[src/hw/rtl/blagd_pkg.sv]
package blagd_pkg;

    localparam int DEPTH = 8;
    localparam int FILL_W = $clog2(DEPTH + 1);
    localparam int POS_W = 4;
    localparam int CMP_W = (FILL_W > POS_W) ? FILL_W : POS_W;
    localparam int DATA_W = 8;
    localparam int COUNT_W = 4;

    localparam logic [1:0] CMD_APPEND = 2'd0;
    localparam logic [1:0] CMD_READ   = 2'd1;
    localparam logic [1:0] CMD_DELETE = 2'd2;
    localparam logic [1:0] CMD_CLEAR  = 2'd3;

    localparam logic [DATA_W-1:0] NO_DATA = 8'hff;

    typedef struct packed {
        logic load;
        logic shift;
    } cell_ctrl_t;

    function automatic logic [COUNT_W-1:0] count_of(input logic [FILL_W-1:0] fill);
        logic [CMP_W-1:0] wide;
        wide = CMP_W'(fill);
        return wide[COUNT_W-1:0];
    endfunction

endpackage

[src/hw/rtl/blagd_if.sv]
interface blagd_cmd_if;
    logic       valid;
    logic       ready;
    logic [1:0] command;
    logic [7:0] value;
    logic [3:0] position;

    modport source (output valid, output command, output value, output position,
                    input ready);
    modport sink (input valid, input command, input value, input position,
                  output ready);
endinterface

interface blagd_rsp_if;
    logic       valid;
    logic       ready;
    logic [7:0] data;
    logic       ok;
    logic [3:0] count;

    modport source (output valid, output data, output ok, output count, input ready);
    modport sink (input valid, input data, input ok, input count, output ready);
endinterface

[src/hw/rtl/blagd_cell.sv]
module blagd_cell (
    input  logic                               clk,
    input  blagd_pkg::cell_ctrl_t              ctrl,
    input  logic [blagd_pkg::DATA_W-1:0]       value,
    input  logic [blagd_pkg::DATA_W-1:0]       next_data,
    output logic [blagd_pkg::DATA_W-1:0]       data
);
    import blagd_pkg::*;

    logic [DATA_W-1:0] data_reg;

    always_ff @(posedge clk)
    begin
        if (ctrl.load)
        begin
            data_reg <= value;
        end
        else if (ctrl.shift)
        begin
            data_reg <= next_data;
        end
    end

    assign data = data_reg;
endmodule

[src/hw/rtl/byte_list_append_get_delete.sv]
// channel  dir  handshake     payload
// cmd      in   valid/ready   command, value, position
// rsp      out  valid/ready   data, ok, count
//
// the command updates the cell row and the registered response in the cycle it is
// accepted, delete shifts all cells at or above the given position at once
// a new command is taken whenever the response register is empty or being drained
// rst_n clears the fill level and the response valid; cell contents are left as is
// a stalled response holds its value and blocks only further commands
module byte_list_append_get_delete (
    input  logic        clk,
    input  logic        rst_n,
    blagd_cmd_if.sink   cmd,
    blagd_rsp_if.source rsp
);
    import blagd_pkg::*;

    logic [FILL_W-1:0]  fill_reg;
    logic [FILL_W-1:0]  fill_next;
    logic               valid_reg;
    logic [DATA_W-1:0]  data_reg;
    logic [DATA_W-1:0]  data_next;
    logic               ok_reg;
    logic               ok_next;
    logic [COUNT_W-1:0] count_reg;

    logic               accept;
    logic [CMP_W-1:0]   pos_ext;
    logic [CMP_W-1:0]   fill_ext;
    logic               pos_ok;
    logic               room;
    logic [DATA_W-1:0]  rd_data;
    logic               do_append;
    logic               do_delete;

    logic [DATA_W-1:0]  cell_data [DEPTH];
    cell_ctrl_t         cell_ctrl [DEPTH];

    assign cmd.ready = !valid_reg || rsp.ready;
    assign accept    = cmd.valid && cmd.ready;

    assign pos_ext  = CMP_W'(cmd.position);
    assign fill_ext = CMP_W'(fill_reg);
    assign pos_ok   = (pos_ext < fill_ext) && (pos_ext < CMP_W'(DEPTH));
    assign room     = fill_reg < FILL_W'(DEPTH);

    assign do_append = accept && (cmd.command == CMD_APPEND) && room;
    assign do_delete = accept && (cmd.command == CMD_DELETE) && pos_ok;

    always_comb
    begin
        rd_data = NO_DATA;
        for (int i = 0; i < DEPTH; i++)
        begin
            if (pos_ext == CMP_W'(i))
            begin
                rd_data = cell_data[i];
            end
        end
    end

    for (genvar g = 0; g < DEPTH; g++)
    begin : g_cell
        localparam logic [CMP_W-1:0] IDX = CMP_W'(g);
        logic [DATA_W-1:0] next_data;

        if (g == DEPTH - 1)
        begin : g_last
            assign next_data = NO_DATA;
        end
        else
        begin : g_mid
            assign next_data = cell_data[g+1];
        end

        assign cell_ctrl[g].load  = do_append && (fill_ext == IDX);
        assign cell_ctrl[g].shift = do_delete && (IDX >= pos_ext);

        blagd_cell u_cell (
            .clk       (clk),
            .ctrl      (cell_ctrl[g]),
            .value     (cmd.value),
            .next_data (next_data),
            .data      (cell_data[g])
        );
    end

    always_comb
    begin
        fill_next = fill_reg;
        data_next = NO_DATA;
        ok_next   = 1'b0;
        unique case (cmd.command)
            CMD_APPEND:
            begin
                ok_next = room;
                if (room)
                begin
                    fill_next = fill_reg + FILL_W'(1);
                end
            end
            CMD_READ:
            begin
                ok_next = pos_ok;
                if (pos_ok)
                begin
                    data_next = rd_data;
                end
            end
            CMD_DELETE:
            begin
                ok_next = pos_ok;
                if (pos_ok)
                begin
                    data_next = rd_data;
                    fill_next = fill_reg - FILL_W'(1);
                end
            end
            CMD_CLEAR:
            begin
                ok_next   = 1'b1;
                fill_next = '0;
            end
            default:
            begin
                ok_next = 1'b0;
            end
        endcase
    end

    always_ff @(posedge clk or negedge rst_n)
    begin
        if (!rst_n)
        begin
            fill_reg  <= '0;
            valid_reg <= 1'b0;
        end
        else
        begin
            if (accept)
            begin
                fill_reg  <= fill_next;
                valid_reg <= 1'b1;
            end
            else if (rsp.ready)
            begin
                valid_reg <= 1'b0;
            end
        end
    end

    always_ff @(posedge clk)
    begin
        if (accept)
        begin
            data_reg  <= data_next;
            ok_reg    <= ok_next;
            count_reg <= count_of(fill_next);
        end
    end

    assign rsp.valid = valid_reg;
    assign rsp.data  = data_reg;
    assign rsp.ok    = ok_reg;
    assign rsp.count = count_reg;
endmodule
[src/flat_wrapper.sv]
// flat-port wrapper written by rule: the top's interface ports become plain ports
module byte_list_append_get_delete_flat import blagd_pkg::*;
  (clk, rst_n, cmd_valid, cmd_command, cmd_value, cmd_position, cmd_ready, rsp_valid, rsp_data, rsp_ok, rsp_count, rsp_ready);
  blagd_cmd_if cmd_i ();
  blagd_rsp_if rsp_i ();
  input  logic clk;
  input  logic rst_n;
  input wire logic [$bits(cmd_i.valid)-1:0] cmd_valid;
  input wire logic [$bits(cmd_i.command)-1:0] cmd_command;
  input wire logic [$bits(cmd_i.value)-1:0] cmd_value;
  input wire logic [$bits(cmd_i.position)-1:0] cmd_position;
  output wire logic [$bits(cmd_i.ready)-1:0] cmd_ready;
  output wire logic [$bits(rsp_i.valid)-1:0] rsp_valid;
  output wire logic [$bits(rsp_i.data)-1:0] rsp_data;
  output wire logic [$bits(rsp_i.ok)-1:0] rsp_ok;
  output wire logic [$bits(rsp_i.count)-1:0] rsp_count;
  input wire logic [$bits(rsp_i.ready)-1:0] rsp_ready;
  assign cmd_i.valid = cmd_valid;
  assign cmd_i.command = cmd_command;
  assign cmd_i.value = cmd_value;
  assign cmd_i.position = cmd_position;
  assign cmd_ready = cmd_i.ready;
  assign rsp_valid = rsp_i.valid;
  assign rsp_data = rsp_i.data;
  assign rsp_ok = rsp_i.ok;
  assign rsp_count = rsp_i.count;
  assign rsp_i.ready = rsp_ready;
  byte_list_append_get_delete u_core (.clk(clk), .rst_n(rst_n), .cmd(cmd_i), .rsp(rsp_i));
endmodule
[config.mk]
export PLATFORM = sky130hd
export DESIGN_NAME = byte_list_append_get_delete_flat
export DESIGN_NICKNAME = d
export VERILOG_FILES = /design/src/hw/rtl/blagd_pkg.sv /design/src/hw/rtl/blagd_if.sv /design/src/hw/rtl/blagd_cell.sv /design/src/hw/rtl/byte_list_append_get_delete.sv /design/src/flat_wrapper.sv
export SDC_FILE = /design/constraint.sdc
export NUM_CORES = 1
export LEC_CHECK = 0
export BUFFER_PORTS_ARGS = -buffer_cell sky130_fd_sc_hd__clkbuf_2
export CAP_MARGIN = 20
export CORE_ASPECT_RATIO = 1.2
export CORE_MARGIN = 2
export CORE_UTILIZATION = 40
export DETAILED_ROUTE_END_ITERATION = 7
export PLACE_DENSITY_LB_ADDON = 0.25
export SKIP_LAST_GASP = 1
export SLEW_MARGIN = 10
export SYNTH_ARGS = -nofsm -noshare
export SYNTH_HDL_FRONTEND = slang
export SYNTH_SLANG_ARGS = --single-unit
[constraint.sdc]
create_clock -name clk -period 8.7 [get_ports clk]
set_input_delay 1.305 -clock clk [delete_from_list [all_inputs] [get_ports clk]]
set_output_delay 1.305 -clock clk [all_outputs]
set_load 0.005 [all_outputs]
==> flow_summary_export.csv <==
group,metric,value,unit
timing,final-max-slew-violation-count,0,
cells_and_area,largest_register_ffs,64,
cells_and_area,final-seq-area,2440,um^2
timing,finalCriticalPeriod,4190,ps
pwr,fin_total_pwr,0.971,mW
clock_tree,path_clk_slew,60,ps
clock_tree,ctsResizeCount,0,
placed_design,place_congestion,0.805,
global_routing,top_usage_layer,"met2",
pwr,power.sequential.fraction,47.7,%
drt,vias,2769,
pwr,power.share.combinational,13.6,%
pwr,p_sw,0.248,mW
global_routing,grt_usage,18.3,%
clock_tree,cts.htree.levels,3,
worst_setup_path,crit_path_end_kind,"register",
global_routing,number_of_global_route_vias_before_repair,2881,
cells_and_area,final_nets,381,
drt,antenna_violating_nets_post_route,0,
synthesis,sequential_cell_area_fraction_in_the_yosys_report,55.8,%
floorplan,floorplan.initialDensity,41.3,%
hold_path,hp-class,"reg -> reg",
drt,wire_per_inst,20.9,um
global_routing,global_route.usage.met1,23.1,%
floorplan,floorplan.rows,41,
synthesis,post_synth_instance_area,4370,um^2
synthesis,synth_nets,349,
floorplan,core,10600,um^2
synthesis,postSynth.topFlopCell,"sky130_fd_sc_hd__edfxtp_1",
outcome,run_status,"finished clean",
synthesis,syn-instance-count,319,
synthesis,ys_warn_count,0,
cells_and_area,multi_input_gate_area_in_the_final_layout,1840,um^2
cells_and_area,fin_area,4930,um^2
clock_tree,cts.repair_timing.setup_buffer_count,0,
job,maxCapViolations,0,
synthesis,syn_avg_cell_area,13.7,um^2
timing,slew_hr,34.7,%
drt,wirelength,10100,um
placed_design,dp_hpwl,7390,um
clock_tree,clk_latency,350,ps
worst_setup_path,worst-endpoint-arrival,4160,ps
placed_design,dpl.cell_count,466,
timing,finalHoldViolations,0,
clock_tree,cts_buffers,9,
synthesis,asyncSetResetFlopFracSynth,6.10,%
placed_design,io_buffer_count,32,
cells_and_area,drive_above_1_share,37.9,%
synthesis,edff_count_synth,77,
cells_and_area,antenna-diode-count,0,
floorplan,die_area,11800,um^2
worst_setup_path,cp.required,8670,ps
floorplan,die_x,99.4,um
timing,grt_setup_unrepaired,"false",
clock_tree,clock-root-buffer,"sky130_fd_sc_hd__clkbuf_16",
timing,max_clock_freq,238,MHz
timing,totalNegativeSetupSlack,0,ps
global_routing,use_met2,31.0,%
synthesis,ys_types,43,
timing,timing.clock.skew,8.40,ps
pwr,clock_power_share,38.7,%
clock_tree,cts_hold_buffers,0,
pwr,p_int,0.723,mW
timing,worst_slew_pin_slew,968,ps
drt,remaining_drc_errors,0,
global_routing,antenna_found_initial,0,
clock_tree,clock_sinks,82,
drt,dr.first_iter.drc_count,250,
global_routing,globalRouteOverflowTotal,0,
cells_and_area,filler_instances,952,
pwr,irDropWorstVdd,0.0000775,V
cells_and_area,stdcell_count,485,
worst_setup_path,path_max_fanout,29,
global_routing,grt_first_pass_wirelength,16100,um
pwr,p_leak,1.73,nW
drt,drtPass1Iterations,4,
clock_tree,cts_tree,"done",
synthesis,yosys_register_bits,82,
pwr,netSwitchingFraction,25.5,%
worst_setup_path,cp-start-kind,"primary input",
floorplan,floorplan.die.height,118,um
timing,period_share,48.2,%
pwr,power_density,197,nW/um^2
placed_design,placed_area,4630,um^2
cells_and_area,area_growth_syn_to_layout,13.0,%
drt,vias_per_cell,5.71,
worst_setup_path,timing.setup.critical_path_class,"in -> reg",
global_routing,largest_net_degree_at_the_start_of_global_routing,30,
timing,timing.final.setup_violations,0,
floorplan,top_level_ports,33,
global_routing,gr_layer_usage_met3,3.31,%
clock_tree,cts_buffer_depth,2,
-- cells in the mapped netlist, types with 8 or more instances --
library cell               number  area share (%)
sky130_fd_sc_hd__mux2_2        56              14
sky130_fd_sc_hd__mux4_2         8             4.1
sky130_fd_sc_hd__o21ai_0       12             1.4
sky130_fd_sc_hd__edfxtp_1      77              53
sky130_fd_sc_hd__nor2_1        17             1.5
sky130_fd_sc_hd__or2_2          9             1.3
sky130_fd_sc_hd__nand2_2        8             1.1
sky130_fd_sc_hd__clkbuf_1       8            0.69
sky130_fd_sc_hd__nand2_1        8            0.69
sky130_fd_sc_hd__ha_1          12             3.4
sky130_fd_sc_hd__a21oi_1       19             2.2
-- critical path: stages --
cell and delay [ps]:
sky130_fd_sc_hd__clkbuf_2 430, sky130_fd_sc_hd__ha_1 380, sky130_fd_sc_hd__or4_1 480, sky130_fd_sc_hd__a21oi_2 180
sky130_fd_sc_hd__or2_1 290, sky130_fd_sc_hd__nand3_4 170, sky130_fd_sc_hd__o41ai_2 890
-- cells in the final DEF (no fill, tap or decap), types with 3 or more instances in the layout --
master,n
sky130_fd_sc_hd__o21ai_0,11
sky130_fd_sc_hd__o221ai_1,4
sky130_fd_sc_hd__clkbuf_16,9
sky130_fd_sc_hd__nand2_1,8
sky130_fd_sc_hd__mux2_2,56
sky130_fd_sc_hd__ha_1,12
sky130_fd_sc_hd__a211o_1,6
sky130_fd_sc_hd__mux4_2,8
sky130_fd_sc_hd__clkbuf_2,33
sky130_fd_sc_hd__nor2b_1,3
sky130_fd_sc_hd__nand2b_1,4
sky130_fd_sc_hd__and2_1,4
sky130_fd_sc_hd__or2_2,9
sky130_fd_sc_hd__inv_1,7
sky130_fd_sc_hd__mux2i_1,7
sky130_fd_sc_hd__dfrtp_1,5
sky130_fd_sc_hd__nor3_1,5
sky130_fd_sc_hd__nand2_2,8
sky130_fd_sc_hd__edfxtp_1,77
sky130_fd_sc_hd__nand3b_1,3
sky130_fd_sc_hd__nand3_1,3
sky130_fd_sc_hd__nor2_1,17
sky130_fd_sc_hd__buf_2,3
sky130_fd_sc_hd__o22ai_1,4
sky130_fd_sc_hd__a21oi_1,19
-- area by class of cell --
| cell class | instances | share of cell area (%) |
|---|---|---|
| inverters | 7 | 0.533 |
| flip-flops and latches | 82 | 49.4 |
| multi-input cells | 215 | 37.3 |
| repair buffers | 36 | 3.65 |
| clock inverters | 5 | 1.12 |
| well taps | 129 | 3.27 |
| clock buffers | 11 | 4.72 |
-- metrics by stage --
| stage | utilization, % | setup slack (ps) | hold WS (ps) |
|---|---|---|---|
| finish | 46.7 | 4510 | 566 |
| global route | 46.7 | 4260 | 589 |
| CTS | 46.5 | 4330 | 575 |
| detailed placement | 43.8 | 3990 | 558 |
| global placement | 43.7 | 4040 | 537 |
| floorplan | - | 5050 | 524 |
-- worst paths after layout --
check	from	to	slack [ps]	cells past startpoint
worst max register to register	u_core.fill_ext[3]$_DFFE_PN0N_	u_core.g_cell[0].u_cell.data[3]$_DFFE_PP_	5330	7
worst min register to register	u_core.rsp.valid$_DFFE_PN0P_	u_core.rsp.valid$_DFFE_PN0P_	570	2
worst min-delay path	u_core.rsp.valid$_DFFE_PN0P_	u_core.rsp.valid$_DFFE_PN0P_	570	2
min in group asynchronous	rst_n	u_core.fill_ext[3]$_DFFE_PN0N_	760	1
worst max-delay path	cmd_position[1]	u_core.g_cell[0].u_cell.data[3]$_DFFE_PP_	4510	7
max in group asynchronous	rst_n	u_core.fill_ext[0]$_DFFE_PN0N_	7790	1
-- cells by family after synthesis --
| kind of cell | synth area share (%) |
|---|---|
| flops | 55.8 |
| mux | 20.4 |
| simple gates | 9.08 |
| compound gates | 8.88 |
| buf+inv | 2.15 |
| fa+ha+maj | 3.44 |
| xor+xnor | 0.201 |
-- layer usage --
| metal | vias up | share of wire [%] |
|---|---|---|
| li1 | 1298 | - |
| met1 | 1394 | 42 |
| met2 | 65 | 53 |
| met3 | 12 | 3.8 |
| met4 | 0 | 1.5 |
| met5 | - | 0 |
-- power by group through the flow --
stage	sequential [mW]	combinational, mW	clock (mW)
detailed placement	0.472	0.131	0
global route	0.465	0.146	0.395
floorplan	0.466	0.0941	0
finish	0.464	0.132	0.376
CTS	0.463	0.132	0.381
global placement	0.471	0.130	0
Note: power is estimated with default switching activity, not from simulation.
